--- config.mk ---
export PLATFORM = sky130hd
export DESIGN_NAME = tcw_out_reg
export DESIGN_NICKNAME = d
export VERILOG_FILES = /design/src/design/text_console_writer_unit_defines.svh /design/src/design/tcw_pkg.sv /design/src/design/tcw_out_reg.sv
export SDC_FILE = /design/constraint.sdc
export NUM_CORES = 1
export LEC_CHECK = 0
export BUFFER_PORTS_ARGS = -buffer_cell sky130_fd_sc_hd__buf_2
export CAP_MARGIN = 20
export CORE_MARGIN = 2
export CORE_UTILIZATION = 25
export CTS_CLUSTER_DIAMETER = 40
export DETAILED_ROUTE_END_ITERATION = 10
export SKIP_CTS_REPAIR_TIMING = 1
export SLEW_MARGIN = 20
export SYNTH_ARGS = -nofsm -noshare
export SYNTH_HDL_FRONTEND = slang
export SYNTH_SLANG_ARGS = --single-unit
--- constraint.sdc ---
create_clock -name clk -period 1.3 [get_ports clk]
set_input_delay 0.26 -clock clk [delete_from_list [all_inputs] [get_ports clk]]
set_output_delay 0.26 -clock clk [all_outputs]
set_load 0.1 [all_outputs]
--- src/design/text_console_writer_unit_defines.svh ---
// ----------------------------------------------------------------------------
// text console writer assertion macros
// concurrent assertion wrappers, compiled out when ASSERT_OFF is defined
// ----------------------------------------------------------------------------
`ifndef TEXT_CONSOLE_WRITER_UNIT_DEFINES_SVH
`define TEXT_CONSOLE_WRITER_UNIT_DEFINES_SVH

`ifndef ASSERT_OFF
`define TCW_ASSERT(lbl, clk, rst_n, prop) \
    lbl: assert property (@(posedge clk) disable iff (!rst_n) (prop)) \
        else $error("tcw assertion failed");
`define TCW_ASSERT_NEXT(lbl, clk, rst_n, ante, cons) \
    lbl: assert property (@(posedge clk) disable iff (!rst_n) (ante) |=> (cons)) \
        else $error("tcw assertion failed");
`else
`define TCW_ASSERT(lbl, clk, rst_n, prop)
`define TCW_ASSERT_NEXT(lbl, clk, rst_n, ante, cons)
`endif

`endif

--- src/design/tcw_pkg.sv ---
// ----------------------------------------------------------------------------
// tcw_pkg
// shared types and constants of the text console writer
// ----------------------------------------------------------------------------
package tcw_pkg;

    localparam int OP_W    = 2;
    localparam int COL_O_W = 7;
    localparam int ROW_O_W = 5;
    localparam int BYTE_W  = 8;
    localparam int CELL_W  = 16;

    localparam logic [BYTE_W-1:0] NEWLINE_CODE = 8'd10;
    localparam logic [BYTE_W-1:0] SPACE_CODE   = 8'd32;
    localparam logic [BYTE_W-1:0] ATTR_RESET   = 8'd15;

    localparam logic CFG_DEFAULT_ATTR = 1'b0;
    localparam logic CFG_CLEAR_ATTR   = 1'b1;

    typedef enum logic [OP_W-1:0] {
        OP_PUT        = 2'd0,
        OP_CLEAR      = 2'd1,
        OP_READ       = 2'd2,
        OP_SET_CURSOR = 2'd3
    } tcw_op_t;

    typedef enum logic [2:0] {
        ST_IDLE,
        ST_READ,
        ST_SCROLL,
        ST_CLEAR,
        ST_RESP
    } tcw_state_t;

    typedef struct packed {
        logic [COL_O_W-1:0] cursor_col;
        logic [ROW_O_W-1:0] cursor_row;
        logic [BYTE_W-1:0]  cell_char;
        logic [BYTE_W-1:0]  cell_attr;
        logic               scrolled;
    } tcw_result_t;

endpackage

--- src/design/tcw_out_reg.sv ---
// ----------------------------------------------------------------------------
// tcw_out_reg
// output register holding one result until its transfer completes
// ----------------------------------------------------------------------------
module tcw_out_reg
    import tcw_pkg::*;
(
    input  logic                clk,
    input  logic                rst_n,
    input  logic                push,
    input  tcw_result_t         res,
    output logic                free,
    output logic                out_valid,
    input  logic                out_ready,
    output logic [COL_O_W-1:0]  cursor_col,
    output logic [ROW_O_W-1:0]  cursor_row,
    output logic [BYTE_W-1:0]   cell_char,
    output logic [BYTE_W-1:0]   cell_attr,
    output logic                scrolled
);

    logic        valid_reg;
    logic        valid_next;
    tcw_result_t data_reg;

    assign free = !valid_reg || out_ready;

    always_comb
    begin
        valid_next = valid_reg;
        if (push && free)
        begin
            valid_next = 1'b1;
        end
        else if (out_ready)
        begin
            valid_next = 1'b0;
        end
    end

    always_ff @(posedge clk or negedge rst_n)
    begin
        if (!rst_n)
        begin
            valid_reg <= 1'b0;
        end
        else
        begin
            valid_reg <= valid_next;
        end
    end

    always_ff @(posedge clk)
    begin
        if (push && free)
        begin
            data_reg <= res;
        end
    end

    assign out_valid  = valid_reg;
    assign cursor_col = data_reg.cursor_col;
    assign cursor_row = data_reg.cursor_row;
    assign cell_char  = data_reg.cell_char;
    assign cell_attr  = data_reg.cell_attr;
    assign scrolled   = data_reg.scrolled;

endmodule

# Word-level counts from Yosys, hierarchy flattened
# Index checks and enable logic that the tools add are counted.
[word_totals]
elab_cells = 12
register_bits = 30
output_inout_bits = 31
inputBits = 33
[classes]
n_reduce_logical = 4
mux = 2
[ops]
columns = ["operator", "n"]
rows = [
  ["1-bit 2-to-1 mux", 2],
  ["2-bit nonzero test", 1],
  ["1-bit logical AND", 1],
  ["1-bit zero test", 1],
  ["1-bit logical OR", 1],
]

# Longest topological paths before layout
# Gate-level depths: netlist (run 1).
[depth]
depth_word = 4
ltp_mapped = 2
ltp_nobuf = 2

# Worst setup path before layout (run 1)
# No wires, ideal clock.
[synth_timing]
path_type = "register to register"
from = "register valid_reg, in the netlist out_valid"
to = "register data_reg, in the netlist cell_attr[0], enable pin"
n_path_buf = 0
path_slack_ns = -0.661
synth_period_minus_slack_ns = 1.961
setup_time_ns = 0.276
required_ns = 1.024
t_arrival_ns = 1.685
path_stages_with_launch = 3
cell_sequence = "dfrtp_1 > nand2b_4 > and2_4"
[synth_via]
elab_chain_len = 3
[synth_lines]
columns = ["item", "line", "rtl"]
rows = [
  ["start, declared", "tcw_out_reg.sv:22", "logic valid_reg;"],
  ["start signal, assigned", "tcw_out_reg.sv:49", "valid_reg <= valid_next;"],
  ["1-bit zero test", "tcw_out_reg.sv:26", "assign free = !valid_reg || out_ready;"],
  ["1-bit logical OR", "tcw_out_reg.sv:26", ""],
  ["named net free", "tcw_out_reg.sv:12", "output logic free,"],
  ["1-bit logical AND", "tcw_out_reg.sv:55", "if (push && free)"],
  ["end signal, assigned", "tcw_out_reg.sv:57", "data_reg <= res;"],
  ["end, declared", "tcw_out_reg.sv:24", "tcw_result_t data_reg;"],
]
# The timed path passes the listed nets, and every way through them passes these cells.
# A chain may end at the register's enable or synchronous reset.

# Final worst setup path (run 1)
[layout_timing]
from = "register valid_reg, in the netlist out_valid"
to = "output port free"
[layout_via]
elab_chain_len = 2
[layout_lines]
columns = ["item", "line"]
rows = [
  ["1-bit zero test", "tcw_out_reg.sv:26"],
  ["1-bit logical OR", "tcw_out_reg.sv:26"],
  ["end, declared", "tcw_out_reg.sv:12"],
]
# Every way passes these cells.

==> flow_summary_export.csv, run 1 <==
group,metric,value,unit
global_routing,grt_max_degree,17,
global_routing,grt.overflow.total,0,
clock_network,clock-sinks,30,
outcome,violations,"negative setup slack",
synth,postSynth.asyncResetShare,3.33,%
sta,setup_ws,-0.00780,ns
global_routing,grt_usage,9.50,%
route,routed_wl,1760,um
power_and_ir_drop,p_per_area,1480,nW/um^2
sta,setup_tns,-0.00780,ns
global_routing,grt_pass1_wl,2780,um
clock_network,cts_tree,"built",
layout,num_antenna_cells,0,
min_path,holdCritPathClass,"primary input to flip-flop",
die,dieArea,4200,um^2
clock_network,h-tree-depth,2,
layout,syn_to_final_growth,97.4,%
synth,synth_area,925,um^2
place,port_buffers,63,
power_and_ir_drop,p_total,2.71,mW
sta,finalCritPeriodShare,101,%
synth,syn_area_per_cell,28.0,um^2
die,start_util,25.6,%
route,drc,0,
place,preCtsSetupSlack,0.0849,ns
min_path,holdPathStages,1,
worst_setup_path,crit_required,1.04,ns
worst_setup_path,cp_max_fo,3,
sta,tightest_slew,0.487,ns
die,die_w,64.8,um
route,drt_iter0_markers,5,
synth,synthTopCellsByCount,"29 x edfxtp_1, 1 x and2_4, 1 x dfrtp_1, 1 x nand2b_1, 1 x nand2b_4",
clock_network,clk_pin_slew,0.06,ns
layout,fin_cells,155,
route,ant_nets,0,
global_routing,antenna_found_initial,0,
worst_setup_path,cp-start-kind,"flip-flop",
route,drt_pass1_iterations,2,
layout,nFillCells,302,
synth,yosysTopAreaCell,"edfxtp_1",
synth,yosysMostFrequentCell,"edfxtp_1",
synth,synthTopCellsByArea,"edfxtp_1 94%, dfrtp_1 2.7%, nand2b_4 1.5%",
power_and_ir_drop,p_leak,0.761,nW
worst_setup_path,cp.arrival,1.05,ns
synth,synth.distinct_cells,5,
worst_setup_path,ff2ff_path_depth,3,
worst_setup_path,r2r-end,"cursor_row[1]$_DFFE_PP_",
synth,ys.flop_type,"edfxtp_1",
route,via_per_inst,3.72,
min_path,hold_start,"res[5]",
synth,yosysSeqAreaShare,96.9,%
layout,final_util,50.6,%
die,fp.dieH,64.8,um
place,routabilityCongestion,0.629,
place,place_area,1690,um^2
clock_network,numCtsBuffers,5,
sta,holdWs,0.153,ns
sta,drv_slew,0,
layout,nNetsFinal,139,
worst_setup_path,reg2reg_from,"out_valid$_DFFE_PN0P_",
worst_setup_path,critPathKind,"flip-flop to primary output",
layout,finish.instance_area,1830,um^2
clock_network,clock_path_buffers,2,
layout,seq_area,900,um^2
synth,synth_cells,33,
sta,relSlewSlack,67.8,%
sta,period_minus_slack,1.31,ns
route,wire_per_inst,11.4,um
die,pin_count,64,
sta,finClkSkew,0.00384,ns
route,vias,577,
synth,syn_nets,66,
place,place_inst,146,
worst_setup_path,ff2ff_setup_slack,0.09,ns
die,core,3610,um^2
sta,setup_violations,1,
global_routing,grt_pass1_vias,603,
clock_network,root_buffer,"clkbuf_8",
synth,yosysWarnings,0,
sta,hold_violations,0,
outcome,outcome,"finished with violations",
min_path,min_to,"cell_attr[4]$_DFFE_PP_",
sta,clock.fmax,0.765,GHz
power_and_ir_drop,vdd_ir_drop_max,0.753,mV
worst_setup_path,critPathCaptureType,"primary output",
layout,drive_above_1_share,71.0,%
synth,ys_seq_elements,30,
clock_network,clk_latency,0.28,ns
synth,synth_edf_count,29,
synth,synth_top_area_share,94.2,%
layout,multi_input_area,28.8,um^2
sta,rsz0062_at_grt,"true",
die,rows,22,
flow_run,maxCapViolations,0,
[power by group]
part / switching, mW / internal (mW)
Clock: 0.327 / 0.563
Combinational: 0.441 / 0.215
Sequential: 0.0344 / 1.13
Total: 0.803 / 1.91
[worst max-delay path: stages, from the launching register on]
cell and delay [ns]:
dfrtp_4 0.50, nand2b_4 0.10, buf_12 0.17
[logic make-up (layout without fill, tap and decap cells)]
group / after synthesis / after routing / synth area share [%]
DFF: 30 / 30 / 96.9
buffers and inverters: 0 / 74 / 0
and+or+nand+nor: 3 / 3 / 3.11
[sequential cells by signal, summed over array words and instances (netlist names)]
register    flops
out_valid       1
cell_attr       8
scrolled        1
cursor_col      7
cursor_row      5
cell_char       8
[per-layer routing]
metal	track usage, %	vias to the layer above	part of all wire (%)
li1	-	275	-
met1	8.83	258	32
met2	14.8	39	52
met3	7.12	5	13
met4	5.59	0	2.4
met5	0	-	0
[how the worst max path moves through the flow]
stage                             end  cells past startpoint                   from  slack [ns]
6_report                         free                      2  out_valid$_DFFE_PN0P_      -0.008
5_1_grt                          free                      2  out_valid$_DFFE_PN0P_       -0.05
4_1_cts                          free                      2  out_valid$_DFFE_PN0P_       -0.02
3_5_place_dp   cell_attr[3]$_DFFE_PP_                      3  out_valid$_DFFE_PN0P_        0.08
3_3_place_gp   cell_attr[3]$_DFFE_PP_                      3  out_valid$_DFFE_PN0P_         0.1
2_1_floorplan  cell_attr[0]$_DFFE_PP_                      2  out_valid$_DFFE_PN0P_       -0.36
[area by class of cell]
| type | count | share of cell area [%] |
|---|---|---|
| well taps | 48 | 3.29 |
| flip-flops and latches | 30 | 49.3 |
| clock inverters | 3 | 2.19 |
| clock buffers | 5 | 3.77 |
| multi-input cells | 3 | 1.58 |
| repair buffers | 66 | 39.9 |
[cells in the final DEF, fill, tap and decap left out, drive strengths merged]
cell / count
buf: 58
dlygate4sd3: 1
clkinv: 2
bufinv: 1
and2: 1
clkbuf: 12
dfrtp: 1
nand2b: 2
edfxtp: 29
Note: power is estimated with default switching activity, not from simulation.
==> run 2, diff against run 1 <==
--- a/config.mk
+++ b/config.mk
@@ -5,14 +5,13 @@
 export SDC_FILE = /design/constraint.sdc
 export NUM_CORES = 1
 export LEC_CHECK = 0
-export BUFFER_PORTS_ARGS = -buffer_cell sky130_fd_sc_hd__buf_2
+export BUFFER_PORTS_ARGS = -buffer_cell sky130_fd_sc_hd__buf_4
 export CAP_MARGIN = 20
 export CORE_MARGIN = 2
 export CORE_UTILIZATION = 25
 export CTS_CLUSTER_DIAMETER = 40
 export DETAILED_ROUTE_END_ITERATION = 10
 export SKIP_CTS_REPAIR_TIMING = 1
-export SLEW_MARGIN = 20
 export SYNTH_ARGS = -nofsm -noshare
 export SYNTH_HDL_FRONTEND = slang
 export SYNTH_SLANG_ARGS = --single-unit
==> run 2 against run 1 <==
The flow now finishes without violations. Final area decreased by 12%. Clock-buffer cell count increased by 1. Critical path depth unchanged. Clock power decreased by 26%. Clock skew decreased by 0.0010 ns.
==> flow_summary_export.csv, run 2 (synthesis gave the netlist of run 1 again) <==
group,metric,value,unit
outcome,outcome,"complete, no violations",
layout,syn_to_final_growth,73.6,%
sta,finClkSkew,0.00280,ns
sta,holdWs,0.169,ns
sta,hold_violations,0,
worst_setup_path,ff2ff_setup_slack,0.10,ns
die,die_w,64.8,um
route,vias,569,
sta,setup_violations,0,
route,routed_wl,1710,um
worst_setup_path,r2r-end,"cell_attr[3]$_DFFE_PP_",
layout,nFillCells,337,
layout,num_antenna_cells,0,
route,via_per_inst,3.67,
die,pin_count,64,
power_and_ir_drop,p_total,2.40,mW
layout,nNetsFinal,139,
flow_run,maxCapViolations,0,
worst_setup_path,slowest_stage,"dfrtp_4",
power_and_ir_drop,p_per_area,1490,nW/um^2
clock_network,clk_latency,0.26,ns
sta,tightest_slew,0.289,ns
place,place_area,1500,um^2
sta,clock.fmax,0.787,GHz
clock_network,root_buffer,"clkbuf_8",
place,port_buffers,63,
die,core,3610,um^2
layout,fin_cells,155,
sta,period_minus_slack,1.27,ns
min_path,min_to,"cursor_col[0]$_DFFE_PP_",
clock_network,clock-sinks,30,
global_routing,grt_usage,8.47,%
layout,multi_input_area,28.8,um^2
clock_network,numCtsBuffers,5,
worst_setup_path,slowest_delay,0.48,ns
layout,finish.instance_area,1610,um^2
layout,layout_commonest_cell,"buf_4",
die,dieArea,4200,um^2
worst_setup_path,cp_max_fo,3,
die,start_util,25.6,%
min_path,holdPathStages,1,
layout,seq_area,900,um^2
worst_setup_path,crit_required,1.04,ns
power_and_ir_drop,p_leak,0.675,nW
route,drt_pass1_iterations,4,
layout,drive_above_1_share,69.2,%
die,fp.dieH,64.8,um
place,preCtsSetupSlack,0.128,ns
min_path,holdCritPathClass,"primary input to flip-flop",
sta,drv_slew,0,
clock_network,clock_path_buffers,2,
sta,setup_ws,0.0286,ns
route,wire_per_inst,11.0,um
worst_setup_path,cp.arrival,1.01,ns
clock_network,h-tree-depth,2,
global_routing,grt_pass1_wl,2570,um
sta,rsz0062_at_grt,"true",
power_and_ir_drop,vdd_ir_drop_max,0.873,mV
clock_network,clk_pin_slew,0.06,ns
global_routing,grt_pass1_vias,608,
layout,layout.cells.most_common_list,"62 x buf_4, 29 x edfxtp_1, 5 x clkbuf_8",
worst_setup_path,cp-start-kind,"flip-flop",
worst_setup_path,critPathCaptureType,"primary output",
global_routing,grt.overflow.total,0,
worst_setup_path,ff2ff_path_depth,3,
sta,setup_tns,0,ns
global_routing,grt_max_degree,17,
sta,relSlewSlack,80.9,%
worst_setup_path,worstPathCellList,"nand2b_4 > buf_12",
global_routing,antenna_found_initial,0,
layout,final_util,44.5,%
place,place_inst,146,
sta,finalCritPeriodShare,97.8,%
place,routabilityCongestion,0.601,
worst_setup_path,reg2reg_from,"out_valid$_DFFE_PN0P_",
route,drc,0,
min_path,hold_start,"res[22]",
die,rows,22,
route,ant_nets,0,
worst_setup_path,critPathKind,"flip-flop to primary output",
route,drt_iter0_markers,19,
clock_network,cts_tree,"built",
-- run 2: report_power, final --
group	switching, mW	leakage, nW	internal (mW)
registers	0.0149	0.286	1.13
logic	0.441	0.346	0.153
clock network	0.296	0.0426	0.366
total	0.751	0.675	1.65
-- run 2: worst max-delay path by stage --
stage,start,end,slack [ns],depth (start not counted)
after floorplan,out_valid$_DFFE_PN0P_,cell_attr[0]$_DFFE_PP_,-0.36,2
after global placement,out_valid$_DFFE_PN0P_,cell_attr[3]$_DFFE_PP_,0.14,3
after detailed placement,out_valid$_DFFE_PN0P_,cell_char[6]$_DFFE_PP_,0.13,3
after CTS,out_valid$_DFFE_PN0P_,free,-0.08,2
after global routing,out_valid$_DFFE_PN0P_,free,-0.01,2
final,out_valid$_DFFE_PN0P_,free,0.03,2
-- run 2: metal layers --
layer	wire length (um)	GRT usage, %
met1	538	7.72
met2	916	14.7
met3	245	5.21
met4	12	3.99
met5	0	0
-- run 2: final cells by class --
cell class                 count  share of cell area [%]
sequential                    30                    56.0
timing repair buffer          66                    33.4
clock buffer                   6                    4.52
tap                           48                    3.74
multi-input combinational      3                    1.79
clock inverter                 2                   0.546
-- run 2: worst max-delay path, delay by kind of cell (launching register included) --
kind | cells | cell delay [ns]
DFF | 1 | 0.48
buffers and inverters | 1 | 0.17
and+or+nand+nor | 1 | 0.09
==> run 3, diff against run 2 <==
--- a/config.mk
+++ b/config.mk
@@ -7,10 +7,13 @@
 export LEC_CHECK = 0
 export BUFFER_PORTS_ARGS = -buffer_cell sky130_fd_sc_hd__buf_4
 export CAP_MARGIN = 20
+export CELL_PAD_IN_SITES_DETAIL_PLACEMENT = 1
+export CELL_PAD_IN_SITES_GLOBAL_PLACEMENT = 2
 export CORE_MARGIN = 2
 export CORE_UTILIZATION = 25
 export CTS_CLUSTER_DIAMETER = 40
 export DETAILED_ROUTE_END_ITERATION = 10
+export PLACE_DENSITY_LB_ADDON = 0.1
 export SKIP_CTS_REPAIR_TIMING = 1
 export SYNTH_ARGS = -nofsm -noshare
 export SYNTH_HDL_FRONTEND = slang
==> run 3 against run 2 <==
The flow now finishes with violations (negative setup slack). Final area decreased by 2.7%. Clock-buffer cell count decreased by 1. Clock skew decreased by 0.0011 ns. Final cell count decreased by 1.3%. Utilization decreased by 1.2 points. Maximum frequency decreased by 5.2%. Setup slack got worse by 0.070 ns. Critical path type unchanged. Critical endpoint unchanged. Largest power group unchanged. Highest routed layer unchanged.
==> flow_summary_export.csv, run 3 (synthesis gave the netlist of run 1 again) <==
group,metric,value,unit
global_routing,grt_usage,9.74,%
layout,num_antenna_cells,0,
clock_network,root_buffer,"clkbuf_8",
power_and_ir_drop,p_per_area,1530,nW/um^2
worst_setup_path,worstPathCellList,"nand2b_4 > buf_6",
worst_setup_path,ff2ff_setup_slack,0.03,ns
sta,finalCritPeriodShare,103,%
route,drt_iter0_markers,4,
global_routing,grt_pass1_wl,2920,um
worst_setup_path,cp_top_family,"flip-flops",
global_routing,grt_max_degree,30,
sta,clock.fmax,0.745,GHz
power_and_ir_drop,p_sw,0.772,mW
min_path,min_to,"cursor_row[0]$_DFFE_PP_",
sta,setup_violations,1,
place,preCtsSetupSlack,-0.00640,ns
worst_setup_path,crit_buf_inv,1,
route,drt_pass1_iterations,4,
power_and_ir_drop,p_clk_share,28.2,%
die,die_w,64.8,um
worst_setup_path,cp_max_fo,4,
sta,rsz0062_at_grt,"true",
die,pin_count,64,
place,port_buffers,63,
power_and_ir_drop,p_int,1.62,mW
clock_network,h-tree-depth,2,
die,core,3610,um^2
worst_setup_path,critPathCaptureType,"primary output",
route,routed_wl,1970,um
global_routing,antenna_found_initial,0,
place,routabilityCongestion,0.607,
clock_network,clock_path_buffers,2,
sta,period_minus_slack,1.34,ns
die,dieArea,4200,um^2
sta,drv_slew,0,
worst_setup_path,r2r-end,"cell_attr[4]$_DFFE_PP_",
sta,setup_ws,-0.0414,ns
die,start_util,25.6,%
worst_setup_path,slowest_stage,"dfrtp_4",
sta,tightest_slew,0.334,ns
power_and_ir_drop,pwr-share-comb,24.1,%
worst_setup_path,reg2reg_from,"out_valid$_DFFE_PN0P_",
power_and_ir_drop,p_seq_share,47.7,%
worst_setup_path,cp-start-kind,"flip-flop",
clock_network,cts_tree,"built",
clock_network,numCtsBuffers,5,
die,fp.dieH,64.8,um
layout,syn_to_final_growth,68.9,%
outcome,outcome,"finished with violations",
flow_run,maxCapViolations,0,
layout,nNetsFinal,138,
route,wire_per_inst,12.8,um
min_path,holdCritPathClass,"primary input to flip-flop",
min_path,holdPathStages,1,
power_and_ir_drop,p_total,2.39,mW
layout,layout.cells.most_common_list,"62 x buf_4, 29 x edfxtp_1, 5 x clkbuf_8",
worst_setup_path,critPathKind,"flip-flop to primary output",
sta,holdWs,0.160,ns
worst_setup_path,crit_required,1.04,ns
sta,relSlewSlack,77.8,%
sta,hold_violations,0,
power_and_ir_drop,p_leak,0.657,nW
global_routing,grt.overflow.total,0,
die,rows,22,
worst_setup_path,slowest_delay,0.49,ns
min_path,hold_start,"res[17]",
route,ant_nets,0,
clock_network,clk_pin_slew,0.06,ns
sta,finClkSkew,0.00166,ns
layout,drive_above_1_share,70.5,%
sta,setup_tns,-0.0414,ns
outcome,violations,"negative setup slack",
clock_network,clk_latency,0.27,ns
layout,nFillCells,372,
route,drc,0,
route,via_per_inst,3.84,
clock_network,clock-sinks,30,
layout,layout_commonest_cell,"buf_4",
worst_setup_path,cp.arrival,1.08,ns
route,vias,588,
worst_setup_path,ff2ff_path_depth,2,
power_and_ir_drop,power.share.switching,32.3,%
global_routing,grt_pass1_vias,595,
power_and_ir_drop,vdd_ir_drop_max,0.665,mV
layout,final_util,43.3,%
run 3: power by group through the flow:
stage	logic [mW]	registers, mW	clock network, mW
after floorplan	0.0409	1.53	0
after global routing	0.592	1.15	0.747
after CTS	0.573	1.14	0.704
after detailed placement	0.573	1.16	0
final	0.576	1.14	0.674
after global placement	0.570	1.16	0
run 3: worst max path at each step:
stage	endpoint	start	depth (start not counted)	slack, ns
after floorplan	cell_attr[0]$_DFFE_PP_	out_valid$_DFFE_PN0P_	2	-0.36
after global placement	cursor_col[6]$_DFFE_PP_	out_valid$_DFFE_PN0P_	2	0.01
after detailed placement	cell_char[3]$_DFFE_PP_	out_valid$_DFFE_PN0P_	2	-0.006
after CTS	free	out_valid$_DFFE_PN0P_	2	-0.1
after global routing	free	out_valid$_DFFE_PN0P_	2	-0.08
final	free	out_valid$_DFFE_PN0P_	2	-0.04
run 3: through the flow:
stage,instances,cell area (um^2)
2_1_floorplan,33,928
3_3_place_gp,144,1460
3_5_place_dp,144,1460
4_1_cts,151,1540
5_1_grt,153,1560
6_report,153,1560
run 3: layer usage:
metal  up-vias  routed length [um]  global-route usage [%]
met2        39                1010                    16.5
met1       273                 737                    10.3
met5         -                   0                       0
met4         0                  21                    3.19
li1        273                   -                       -
met3         3                 195                    5.21
run 3: layout make-up:
class                      instances  area, um^2  area share [%]
tap                               48        60.1            3.85
timing repair buffer              64         487            31.2
sequential                        30         900            57.6
clock inverter                     2        10.0           0.641
clock buffer                       5        68.8            4.41
multi-input combinational          4        36.3            2.32
