### src/design/text_console_writer_unit_defines.svh
// ----------------------------------------------------------------------------
// text console writer assertion macros
// concurrent assertion wrappers, compiled out when ASSERT_OFF is defined
// ----------------------------------------------------------------------------
`ifndef TEXT_CONSOLE_WRITER_UNIT_DEFINES_SVH
`define TEXT_CONSOLE_WRITER_UNIT_DEFINES_SVH

`ifndef ASSERT_OFF
`define TCW_ASSERT(lbl, clk, rst_n, prop) \
    lbl: assert property (@(posedge clk) disable iff (!rst_n) (prop)) \
        else $error("tcw assertion failed");
`define TCW_ASSERT_NEXT(lbl, clk, rst_n, ante, cons) \
    lbl: assert property (@(posedge clk) disable iff (!rst_n) (ante) |=> (cons)) \
        else $error("tcw assertion failed");
`else
`define TCW_ASSERT(lbl, clk, rst_n, prop)
`define TCW_ASSERT_NEXT(lbl, clk, rst_n, ante, cons)
`endif

`endif

### src/design/tcw_pkg.sv
// ----------------------------------------------------------------------------
// tcw_pkg
// shared types and constants of the text console writer
// ----------------------------------------------------------------------------
package tcw_pkg;

    localparam int OP_W    = 2;
    localparam int COL_O_W = 7;
    localparam int ROW_O_W = 5;
    localparam int BYTE_W  = 8;
    localparam int CELL_W  = 16;

    localparam logic [BYTE_W-1:0] NEWLINE_CODE = 8'd10;
    localparam logic [BYTE_W-1:0] SPACE_CODE   = 8'd32;
    localparam logic [BYTE_W-1:0] ATTR_RESET   = 8'd15;

    localparam logic CFG_DEFAULT_ATTR = 1'b0;
    localparam logic CFG_CLEAR_ATTR   = 1'b1;

    typedef enum logic [OP_W-1:0] {
        OP_PUT        = 2'd0,
        OP_CLEAR      = 2'd1,
        OP_READ       = 2'd2,
        OP_SET_CURSOR = 2'd3
    } tcw_op_t;

    typedef enum logic [2:0] {
        ST_IDLE,
        ST_READ,
        ST_SCROLL,
        ST_CLEAR,
        ST_RESP
    } tcw_state_t;

    typedef struct packed {
        logic [COL_O_W-1:0] cursor_col;
        logic [ROW_O_W-1:0] cursor_row;
        logic [BYTE_W-1:0]  cell_char;
        logic [BYTE_W-1:0]  cell_attr;
        logic               scrolled;
    } tcw_result_t;

endpackage

### src/design/tcw_ctrl.sv
// ----------------------------------------------------------------------------
// tcw_ctrl
// operation sequencer: cursor, row rotation base, memory access and sweeps
// ----------------------------------------------------------------------------
`include "text_console_writer_unit_defines.svh"

module tcw_ctrl
    import tcw_pkg::*;
#(
    parameter int COLS = 80,
    parameter int ROWS = 25
) (
    input  logic                                clk,
    input  logic                                rst_n,
    input  logic                                in_valid,
    output logic                                in_ready,
    input  logic [OP_W-1:0]                     opcode,
    input  logic [BYTE_W-1:0]                   char_code,
    input  logic [BYTE_W-1:0]                   attr,
    input  logic [COL_O_W-1:0]                  col,
    input  logic [ROW_O_W-1:0]                  row,
    input  logic                                use_position,
    input  logic [BYTE_W-1:0]                   default_attr,
    input  logic [BYTE_W-1:0]                   clear_attr,
    output logic                                ram_we,
    output logic [$clog2(COLS*ROWS)-1:0]        ram_waddr,
    output logic [CELL_W-1:0]                   ram_wdata,
    output logic                                ram_re,
    output logic [$clog2(COLS*ROWS)-1:0]        ram_raddr,
    input  logic [CELL_W-1:0]                   ram_rdata,
    input  logic                                out_free,
    output logic                                push,
    output tcw_result_t                         res
);

    localparam int CELLS  = COLS * ROWS;
    localparam int COL_W  = $clog2(COLS);
    localparam int ROW_W  = $clog2(ROWS);
    localparam int ADDR_W = $clog2(CELLS);

    tcw_state_t        state_reg, state_next;
    logic [COL_W-1:0]  cur_col_reg, cur_col_next;
    logic [ROW_W-1:0]  cur_row_reg, cur_row_next;
    logic [ROW_W-1:0]  base_reg, base_next;
    logic [ADDR_W-1:0] sweep_addr_reg, sweep_addr_next;
    logic [ADDR_W-1:0] sweep_end_reg, sweep_end_next;
    tcw_result_t       res_reg, res_next;

    tcw_op_t           op;
    logic              in_fire;
    logic [COL_W-1:0]  col_c;
    logic [ROW_W-1:0]  row_c;
    logic [COL_W-1:0]  acc_col;
    logic [ROW_W-1:0]  acc_row;
    logic [ROW_W:0]    row_sum;
    logic [ROW_W-1:0]  prow;
    logic [ADDR_W-1:0] acc_addr;
    logic [ADDR_W-1:0] base_addr;
    logic              is_newline;
    logic              wrap;
    logic              scroll_hit;
    logic [COL_W-1:0]  put_col;
    logic [ROW_W-1:0]  put_row;
    logic [BYTE_W-1:0] attr_eff;

    assign op       = tcw_op_t'(opcode);
    assign in_ready = (state_reg == ST_IDLE);
    assign in_fire  = in_valid && in_ready;

    // clamp positions beyond the screen to the last column or row
    assign col_c = (32'(col) >= COLS) ? COL_W'(COLS - 1) : COL_W'(col);
    assign row_c = (32'(row) >= ROWS) ? ROW_W'(ROWS - 1) : ROW_W'(row);

    assign acc_col = (op == OP_PUT && !use_position) ? cur_col_reg : col_c;
    assign acc_row = (op == OP_PUT && !use_position) ? cur_row_reg : row_c;

    // logical row to physical row through the rotation base
    assign row_sum  = {1'b0, acc_row} + {1'b0, base_reg};
    assign prow     = (32'(row_sum) >= ROWS) ? ROW_W'(row_sum - (ROW_W + 1)'(ROWS))
                                             : ROW_W'(row_sum);
    assign acc_addr = ADDR_W'(ADDR_W'(prow) * ADDR_W'(COLS)) + ADDR_W'(acc_col);
    assign base_addr = ADDR_W'(ADDR_W'(base_reg) * ADDR_W'(COLS));

    assign is_newline = (char_code == NEWLINE_CODE);
    assign wrap       = is_newline || (acc_col == COL_W'(COLS - 1));
    assign scroll_hit = wrap && (acc_row == ROW_W'(ROWS - 1));
    assign attr_eff   = (attr == '0) ? default_attr : attr;

    always_comb
    begin
        put_col = acc_col + 1'b1;
        put_row = acc_row;
        if (wrap)
        begin
            put_col = '0;
            put_row = scroll_hit ? acc_row : acc_row + 1'b1;
        end
    end

    always_comb
    begin
        state_next      = state_reg;
        cur_col_next    = cur_col_reg;
        cur_row_next    = cur_row_reg;
        base_next       = base_reg;
        sweep_addr_next = sweep_addr_reg;
        sweep_end_next  = sweep_end_reg;
        res_next        = res_reg;
        ram_we          = 1'b0;
        ram_waddr       = acc_addr;
        ram_wdata       = {attr_eff, char_code};
        ram_re          = 1'b0;
        ram_raddr       = acc_addr;
        push            = 1'b0;

        unique case (state_reg)
            ST_IDLE:
            begin
                if (in_fire)
                begin
                    res_next.cell_char = '0;
                    res_next.cell_attr = '0;
                    res_next.scrolled  = 1'b0;
                    state_next         = ST_RESP;
                    unique case (op)
                        OP_PUT:
                        begin
                            ram_we       = !is_newline;
                            cur_col_next = put_col;
                            cur_row_next = put_row;
                            if (scroll_hit)
                            begin
                                // old top row becomes the blank bottom row
                                res_next.scrolled = 1'b1;
                                base_next         = (base_reg == ROW_W'(ROWS - 1))
                                                    ? '0 : base_reg + 1'b1;
                                sweep_addr_next   = base_addr;
                                sweep_end_next    = base_addr + ADDR_W'(COLS - 1);
                                state_next        = ST_SCROLL;
                            end
                        end
                        OP_CLEAR:
                        begin
                            cur_col_next    = '0;
                            cur_row_next    = '0;
                            base_next       = '0;
                            sweep_addr_next = '0;
                            sweep_end_next  = ADDR_W'(CELLS - 1);
                            state_next      = ST_CLEAR;
                        end
                        OP_READ:
                        begin
                            ram_re     = 1'b1;
                            state_next = ST_READ;
                        end
                        OP_SET_CURSOR:
                        begin
                            cur_col_next = col_c;
                            cur_row_next = row_c;
                        end
                        default:
                        begin
                            state_next = ST_RESP;
                        end
                    endcase
                end
            end
            ST_READ:
            begin
                res_next.cell_char = ram_rdata[BYTE_W-1:0];
                res_next.cell_attr = ram_rdata[CELL_W-1:BYTE_W];
                state_next         = ST_RESP;
            end
            ST_SCROLL, ST_CLEAR:
            begin
                ram_we    = 1'b1;
                ram_waddr = sweep_addr_reg;
                ram_wdata = (state_reg == ST_CLEAR) ? {clear_attr, SPACE_CODE} : '0;
                if (sweep_addr_reg == sweep_end_reg)
                begin
                    state_next = ST_RESP;
                end
                else
                begin
                    sweep_addr_next = sweep_addr_reg + 1'b1;
                end
            end
            ST_RESP:
            begin
                push = 1'b1;
                if (out_free)
                begin
                    state_next = ST_IDLE;
                end
            end
            default:
            begin
                state_next = ST_IDLE;
            end
        endcase

        res_next.cursor_col = COL_O_W'(cur_col_next);
        res_next.cursor_row = ROW_O_W'(cur_row_next);
    end

    always_ff @(posedge clk or negedge rst_n)
    begin
        if (!rst_n)
        begin
            state_reg   <= ST_IDLE;
            cur_col_reg <= '0;
            cur_row_reg <= '0;
            base_reg    <= '0;
        end
        else
        begin
            state_reg   <= state_next;
            cur_col_reg <= cur_col_next;
            cur_row_reg <= cur_row_next;
            base_reg    <= base_next;
        end
    end

    always_ff @(posedge clk)
    begin
        sweep_addr_reg <= sweep_addr_next;
        sweep_end_reg  <= sweep_end_next;
        res_reg        <= res_next;
    end

    assign res = res_reg;

    `TCW_ASSERT(a_sweep_writes, clk, rst_n, (state_reg == ST_SCROLL || state_reg == ST_CLEAR) |-> ram_we)
    `TCW_ASSERT_NEXT(a_scroll_start, clk, rst_n, in_fire && op == OP_PUT && scroll_hit, state_reg == ST_SCROLL)
    `TCW_ASSERT_NEXT(a_resp_hold, clk, rst_n, state_reg == ST_RESP && !out_free, state_reg == ST_RESP && $stable(res_reg))
    `TCW_ASSERT(a_pos_range, clk, rst_n, 32'(cur_col_reg) < COLS && 32'(cur_row_reg) < ROWS && 32'(base_reg) < ROWS)

endmodule

### config.mk
export PLATFORM = sky130hd
export DESIGN_NAME = tcw_ctrl
export DESIGN_NICKNAME = d
export VERILOG_FILES = /design/src/design/tcw_pkg.sv /design/src/design/tcw_ctrl.sv
export VERILOG_INCLUDE_DIRS = /design/src /design/src/design
export SDC_FILE = /design/constraint.sdc
export NUM_CORES = 1
export LEC_CHECK = 0
export ABC_AREA = 1
export BUFFER_PORTS_ARGS = -buffer_cell sky130_fd_sc_hd__buf_2
export CAP_MARGIN = 15
export CORE_MARGIN = 4
export CORE_UTILIZATION = 30
export CTS_CLUSTER_SIZE = 24
export DETAILED_ROUTE_END_ITERATION = 7
export HOLD_SLACK_MARGIN = 0.05
export PLACE_DENSITY = 0.53
export SYNTH_ARGS = -nofsm -noshare
export SYNTH_HDL_FRONTEND = slang
export SYNTH_SLANG_ARGS = --single-unit
### constraint.sdc
create_clock -name clk -period 21.5 [get_ports clk]
set_clock_uncertainty 0.2 [all_clocks]
set_input_delay 6.45 -clock clk [delete_from_list [all_inputs] [get_ports clk]]
set_output_delay 6.45 -clock clk [all_outputs]
set_load 0.05 [all_outputs]
# Word-level counts from Yosys, hierarchy flattened
# Cells that the tools add are included.
# word_totals
regBits	71
output_inout_bits	71
elab_cells	106
# classes
addsub	8
n_mul	2
n_lt_le_gt_ge	3
n_eq_ne	19
n_mux	45
reduce_logical	18
# ops
cell	n
11-bit one-hot mux with 2 select lines	3
11-bit 2-to-1 mux	5
5-bit 2-to-1 mux	9
7-bit 2-to-1 mux	5
16-bit 2-to-1 mux	2
16-bit one-hot mux with 2 select lines	1
7-bit one-hot mux with 3 select lines	1
17-bit 2-to-1 mux	1
5-bit one-hot mux with 3 select lines	1
5-bit by 3-bit multiplier with 7-bit output, second input constant	2
3-bit 2-to-1 mux	4
3-bit one-hot mux with 4 select lines	1
11-bit by 1-bit adder with 11-bit output, second input constant	1
11-bit by 7-bit adder with 11-bit output	1
11-bit by 7-bit adder with 11-bit output, second input constant	1
11-bit equality test	1
5-bit by 1-bit adder with 5-bit output, second input constant	2
5-bit equality test, second input constant	2
5-bit one-hot mux with 2 select lines	1
3-bit one-hot mux with 3 select lines	1
8-bit by 4-bit equality test with 1-bit output, second input constant	1
8-bit logical NOT	1
1-bit 2-to-1 mux	8
8-bit 2-to-1 mux	1
28 further kinds	39

# Logic depth before layout (Yosys ltp)
# Gate-level depths: netlist of run 1.
# logic_depth
ltp_word	11
ltp_mapped	29

# Worst setup path after synthesis of run 1
# Ideal clock, no wire load.
# synth_timing
path_type	input-to-output
start	input opcode[0]
end	output ram_waddr[9]
t_arrival_ns	11.373
required_time_ns	14.850
slack_ns	3.477
cell_stages	22
path_buffers	1
path_cell_list	inv_1 > ha_1 > nand2_2 > buf_2 > nand2_1 > o21a_1 > ha_1 > inv_1 > fa_1 > ha_1 > nand2_1 > or2_0 > nand3_2 > nand2_2 > o21ai_0 > ha_1 > ha_1 > fa_1 > nand3_1 > xnor2_1 > nand2_1 > nand2_1
# synth_via
elab_chain_len	9
# synth_lines
item	line_no	rtl
start: declaration	tcw_ctrl.sv:17	input logic [OP_W-1:0] opcode,
2-bit logical NOT *	tcw_ctrl.sv:74, tcw_ctrl.sv:75	
1-bit logical AND *	tcw_ctrl.sv:74, tcw_ctrl.sv:75	
5-bit 2-to-1 mux	tcw_ctrl.sv:75	assign acc_row = (op == OP_PUT && !use_position) ? cur_row_reg : row_c;
5-bit by 5-bit adder with 6-bit output	tcw_ctrl.sv:78	assign row_sum = {1'b0, acc_row} + {1'b0, base_reg};
5-bit subtractor or 6-bit by 5-bit greater-or-equal comparator with 1-bit output (tied branches)	tcw_ctrl.sv:79	assign prow = (32'(row_sum) >= ROWS) ? ROW_W'(row_sum - (ROW_W + 1)'(ROWS))
5-bit 2-to-1 mux	tcw_ctrl.sv:79	
5-bit by 3-bit multiplier with 7-bit output	tcw_ctrl.sv:81	assign acc_addr = ADDR_W'(ADDR_W'(prow) * ADDR_W'(COLS)) + ADDR_W'(acc_col);
11-bit by 7-bit adder with 11-bit output *	tcw_ctrl.sv:81	
via ram_raddr[9]	tcw_ctrl.sv:29	output logic [$clog2(COLS*ROWS)-1:0] ram_raddr,
11-bit 2-to-1 mux *	tcw_ctrl.sv:116	unique case (state_reg)
end: declaration	tcw_ctrl.sv:26	output logic [$clog2(COLS*ROWS)-1:0] ram_waddr,
# The timed path passes the listed nets; every way through them passes the cells marked *.

# Worst setup path in the final report of run 1
# layout_timing
start	input opcode[0]
end	output ram_waddr[10]
# layout_via
elab_chain_len	9
# layout_lines
item	line_no
2-bit logical NOT *	tcw_ctrl.sv:74, tcw_ctrl.sv:75
1-bit logical AND *	tcw_ctrl.sv:74, tcw_ctrl.sv:75
5-bit 2-to-1 mux	tcw_ctrl.sv:75
5-bit by 5-bit adder with 6-bit output	tcw_ctrl.sv:78
5-bit subtractor or 6-bit by 5-bit greater-or-equal comparator with 1-bit output (tied branches)	tcw_ctrl.sv:79
5-bit 2-to-1 mux	tcw_ctrl.sv:79
5-bit by 3-bit multiplier with 7-bit output	tcw_ctrl.sv:81
11-bit by 7-bit adder with 11-bit output *	tcw_ctrl.sv:81
11-bit 2-to-1 mux *	tcw_ctrl.sv:116
# Mark *: on every way between the ends. The rest lies on a longest branch, timed or not.

==> results of run 1 <==
==> kinds of logic (layout without fill, tap and decap cells) <==
logic type / Yosys count / in the layout / synth area share [%]
AO/OA/AOI/OAI: 92 / 92 / 12.5
XOR/XNOR: 25 / 25 / 4.76
adder cells (fa/ha/maj): 36 / 36 / 10.1
buffers and inverters: 121 / 264 / 9.92
flip-flops: 67 / 67 / 37.7
AND/OR/NAND/NOR: 264 / 264 / 25.0
==> worst max-delay path, cell delays in order <==
cell and delay [ns]:
buf_2 0.13, inv_1 0.12, ha_1 0.48, nand2_2 0.39
nand2_1 0.17, o21a_1 0.23, ha_1 0.20, inv_1 0.05
fa_1 0.57, ha_1 0.21, nand2_1 0.08, or2_0 0.23
nand3_2 0.10, nand2_2 0.08, o21ai_0 0.38, ha_1 0.32
ha_1 0.22, fa_1 0.38, xor2_1 0.24, nand3_1 0.12
xnor2_1 0.16, nand3b_1 0.15, nand2_1 0.09, nand2_1 0.05
nand2_1 0.07, buf_2 0.26
==> layer usage <==
layer  track usage (%)  routed length (um)  vias up
met5                 0                   0        -
met3              3.56                 822       20
met2              24.4                6130      134
met4              6.80                 375        0
li1                  -                   -     2260
met1              17.1                5570     1940
==> cell usage after synthesis, types with 5 or more instances <==
cell and instances:
nor4_1 5, nand2_1 111, nand4_1 10, a21oi_1 31
o22ai_1 8, edfxtp_1 35, ha_1 32, nor2_1 59
dfrtp_1 20, nand3_1 44, nor3_1 7, nand2_2 7
xnor2_1 12, or2_2 9, o21ai_0 16, clkbuf_1 7
dfxtp_1 12, o21ai_2 9, xor2_1 12, inv_1 106
==> worst paths after layout <==
path	endpoint
worst max-delay path	ram_waddr[10]
min in group asynchronous	cur_row_reg[1]
worst min register to register	cur_col_reg[2]
worst min-delay path	cur_col_reg[2]
worst max register to register	sweep_end_reg[9]
max in group asynchronous	cur_col_reg[0]
==> cell type report <==
cell class                 instances  area (sq um)
fill                            1640          9420
inverter                         109           409
multi-input combinational        417          2490
clock buffer                      13           272
clock inverter                     3          20.0
timing repair buffer             139           701
tap                              211           264
sequential                        67          1790
==> per-stage QoR <==
| stage | hold WS [ns] | util, % | setup slack [ns] | std cells | cell area [sq um] |
|---|---|---|---|---|---|
| after floorplan | 0.327 | - | 3.48 | 605 | 4760 |
| after global placement | 0.368 | 36.8 | 3.02 | 943 | 5660 |
| after detailed placement | 0.363 | 36.8 | 2.89 | 943 | 5660 |
| after CTS | 0.377 | 38.7 | 2.88 | 959 | 5950 |
| after global routing | 0.398 | 38.7 | 2.29 | 959 | 5950 |
| final | 0.377 | 38.7 | 2.91 | 959 | 5950 |
==> qor.txt, run 1 <==
Status: finished clean
Hold depth: 2
RSZ-0062 raised after global routing: no
Area delta synth->final: 25.2%
GRT Total Usage: 14.4%
Routed len/inst: 13.5 um
Share of layout cells above drive strength 1: 25.8%
Gr ovfl total: 0
Number of max-cap violations: 0
Final WL: 12900 um
YS warnings: 0
I/O pin count: 138
Hold path startpoint: cur_col_reg[2]
Drt first-iter violations: 261
# Post-CTS Setup Buffers: 0
Drt pass-1 iters: 5
Synth area leader: edfxtp_1
Hpwl dp: 10300 um
Final max-slew violation count: 0
Starting Density: 30.9%
Clock Tree Root: clkbuf_16
Clk Latency, worst-skew pair: 0.34 ns
Area contributors post-synth: edfxtp_1 (22%), dfrtp_1 (11%), nand2_1 (8.8%), ha_1 (8.4%), inv_1 (8.4%)
CTS tree: built
First-pass GRT wire length: 20600 um
# nets final: 846
Setup TNS: 0 ns
Syn Nets: 708
Post-Syn Instances: 605
Routability cong.: 0.834
Crit path launch: opcode[0]
Number of flops mapped to enable cells by yosys: 35
Cts bufs inserted: 9
Max reg flops: 29
Worst slew margin: 46.1%
Register clock-pin slew on the reported worst setup and hold paths: 0.06 ns
Final Hold Fails: 0
Post-synthesis sequential area ratio: 37.7%
Crit Path Max Fanout: 23
Cts hold-fix bufs: 0
Hold Path Class: reg -> reg
Worst path arrival time: 11.94 ns
H-tree levels: 3
Required time at the worst-slack endpoint: 14.85 ns
CP endpoint kind: output port
Worst R2R Start: cur_col_reg[1]
Ant. Diodes: 0
Yosys top cell area share: 22.1%
# setup viols final: 0
# rows: 45
Clock net sink count: 67
Minimum clock period: 18.59 ns
Port bufs: 137
FFs w/ async S/R, synth: 29.9%
Largest net degree at the start of global routing: 41
DR vias: 4354
F_max: 53.8 MHz
Die Wd: 134 um
Kind of critical path: in -> out
Vias per cell: 4.54
Synth Register Bits: 67
Number of global-route vias before repair: 4147
Syn Area/Cell: 7.86 sq um
Core Area: 15400 sq um
Crit share post-route: 86.5%
DRT antenna net count: 0
Critical path launch point type: input pin
Ys flop type: edfxtp_1
Least-Margin Pin Slew: 0.802 ns
Die area: 17900 sq um
FF-to-FF path depth: 11
Commonest non-fill, non-tap cell in the layout: buf_2
R2r setup slk: 18.61 ns
Initial antenna violation count: 0
Distinct cells, synth: 45
Most frequent cells in the layout: buf_2 (137), nand2_1 (111), inv_1 (106)
Drt drc: 0
Die height: 134 um
Cts repair resizes: 0
CTS Buffer Depth: 2
Cell Area, Synth: 4760 sq um
Power of run 1 is not shown: default switching activity piles up to over one toggle a cycle in this logic, so the estimate is an artifact.
==> run 2: changes to the inputs <==
Settings changed: RECOVER_POWER set to 50.
==> run 2 against run 1 <==
Compared with the run above: the flow now finishes with violations (capacitance limit, slew limit); utilization shrank 0.33 points; first-iteration DRC count shrank 2.7%; sequential share of layout area grew 0.26 points; worst hold slack lost 0.0017 ns.
==> qor.txt, run 2 (synthesis results as in run 1) <==
Final Hold Fails: 0 (unchanged)
# Post-CTS Setup Buffers: 0 (unchanged)
DR vias: 4342 (was 4354)
Hpwl dp: 10300 um (unchanged)
Clock net sink count: 67 (unchanged)
Final WL: 12900 um (about the same)
Final max-slew violation count: 41 (was 0)
Die height: 134 um (unchanged)
Reg2reg end: sweep_addr_reg[10] (was sweep_end_reg[9])
I/O pin count: 138 (unchanged)
Status: complete, but fails checks (was finished clean)
Largest net degree at the start of global routing: 41 (unchanged)
Required time at the worst-slack endpoint: 14.85 ns (about the same)
Cts repair resizes: 0 (unchanged)
Core Area: 15400 sq um (unchanged)
Routed len/inst: 13.5 um (about the same)
Worst slew margin: -9.13% (was 46.1%)
Share of layout cells above drive strength 1: 21.4% (was 25.8%)
Critical path launch point type: input pin (unchanged)
Drt first-iter violations: 254 (was 261)
Drt pass-1 iters: 5 (unchanged)
Drt drc: 0 (unchanged)
RSZ-0062 raised after global routing: no (unchanged)
Clk Latency, worst-skew pair: 0.34 ns (about the same)
Least-Margin Pin Slew: 1.64 ns (was 0.802 ns)
Kind of critical path: in -> out (unchanged)
# setup viols final: 0 (unchanged)
Worst path arrival time: 11.97 ns (was 11.94 ns)
Max reg flops: 29 (unchanged)
Most frequent cells in the layout: nand2_1 (111), inv_1 (106), buf_2 (106) (was buf_2 (137), nand2_1 (111), inv_1 (106))
Cts bufs inserted: 9 (unchanged)
Clock Tree Root: clkbuf_16 (unchanged)
GRT Total Usage: 14.4% (unchanged)
Minimum clock period: 18.62 ns (was 18.59 ns)
Hold Path Class: reg -> reg (unchanged)
CTS Buffer Depth: 2 (unchanged)
Worst path bufs/invs: 4 (unchanged)
Hold path startpoint: cur_col_reg[2] (unchanged)
Routability cong.: 0.834 (unchanged)
Die Wd: 134 um (unchanged)
Number of global-route vias before repair: 4147 (unchanged)
Gr ovfl total: 0 (unchanged)
DRT antenna net count: 0 (unchanged)
Crit share post-route: 86.6% (was 86.5%)
Vias per cell: 4.53 (was 4.54)
Commonest non-fill, non-tap cell in the layout: nand2_1 (was buf_2)
Ant. Diodes: 0 (unchanged)
Hold depth: 2 (unchanged)
Number of max-cap violations: 1 (was 0)
Cts hold-fix bufs: 0 (unchanged)
Endpoint, Worst Hold: cur_col_reg[2] (unchanged)
FF-to-FF path depth: 4 (was 11)
Max incr delay on CP: 0.57 ns (about the same)
CTS tree: built (unchanged)
Die area: 17900 sq um (unchanged)
Worst R2R Start: state_reg[2] (was cur_col_reg[1])
R2r setup slk: 18.27 ns (was 18.61 ns)
First-pass GRT wire length: 20600 um (unchanged)
Starting Density: 30.9% (unchanged)
Area delta synth->final: 24.1% (was 25.2%)
Port bufs: 137 (unchanged)
Worst path slowest cell: fa_1 (unchanged)
CP endpoint kind: output port (unchanged)
# nets final: 846 (unchanged)
F_max: 53.7 MHz (was 53.8 MHz)
H-tree levels: 3 (unchanged)
Initial antenna violation count: 0 (unchanged)
Failing checks: capacitance limit, slew limit
Setup TNS: 0 ns (unchanged)
# rows: 45 (unchanged)
CP delay by family, top: adder cells (unchanged)
Register clock-pin slew on the reported worst setup and hold paths: 0.06 ns (about the same)
Crit Path Max Fanout: 23 (unchanged)
run 2: cell types whose count changed in the layout (fill, tap and decap cells not counted):
| cell | before | now |
|---|---|---|
| clkbuf_1 | 2 | 34 |
| buf_2 | 137 | 106 |
| nor2_1 | 58 | 59 |
| buf_4 | 2 | 1 |
| nor2_4 | 3 | 2 |
run 2: per-stage QoR:
stage	area (sq um)	utilization, %	setup WS (ns)	hold WS [ns]	instances
final	5900	38.4	2.88	0.375	959
after global routing	5900	38.4	2.25	0.398	959
after CTS	5950	38.7	2.88	0.377	959
after detailed placement	5660	36.8	2.89	0.363	943
after global placement	5660	36.8	3.02	0.368	943
after floorplan	4760	-	3.48	0.327	605
run 2: area by class of cell:
| type | count | area, sq um |
|---|---|---|
| clock inverters | 3 | 20.0 |
| inverters | 109 | 409 |
| multi-input cells | 417 | 2490 |
| well taps | 211 | 264 |
| repair buffers | 139 | 658 |
| flip-flops and latches | 67 | 1790 |
| fillers | 1653 | 9470 |
| clock buffers | 13 | 272 |
run 2: tightest hold or removal path: stages (launching register included):
cell	delay, ns
dfrtp_1	0.36
inv_1	0.07
a22oi_1	0.09
run 2: per-layer routing:
metal | up-vias | part of all wire, % | GRT usage, %
met5 | - | 0 | 0
met4 | 0 | 3.0 | 6.80
met3 | 21 | 6.7 | 3.56
met2 | 131 | 47 | 24.4
met1 | 1928 | 43 | 17.1
li1 | 2262 | - | -
run 2: worst max path at each step:
stage,from,end,slack (ns),cells after the start
after global placement,opcode[0],ram_waddr[10],3.02,22
after global routing,opcode[0],ram_waddr[10],2.25,26
final,opcode[0],ram_waddr[10],2.88,26
after floorplan,opcode[0],ram_waddr[9],3.48,22
after detailed placement,opcode[0],ram_waddr[10],2.89,26
after CTS,opcode[0],ram_waddr[10],2.88,26
Power of run 2 is left out for the same reason.
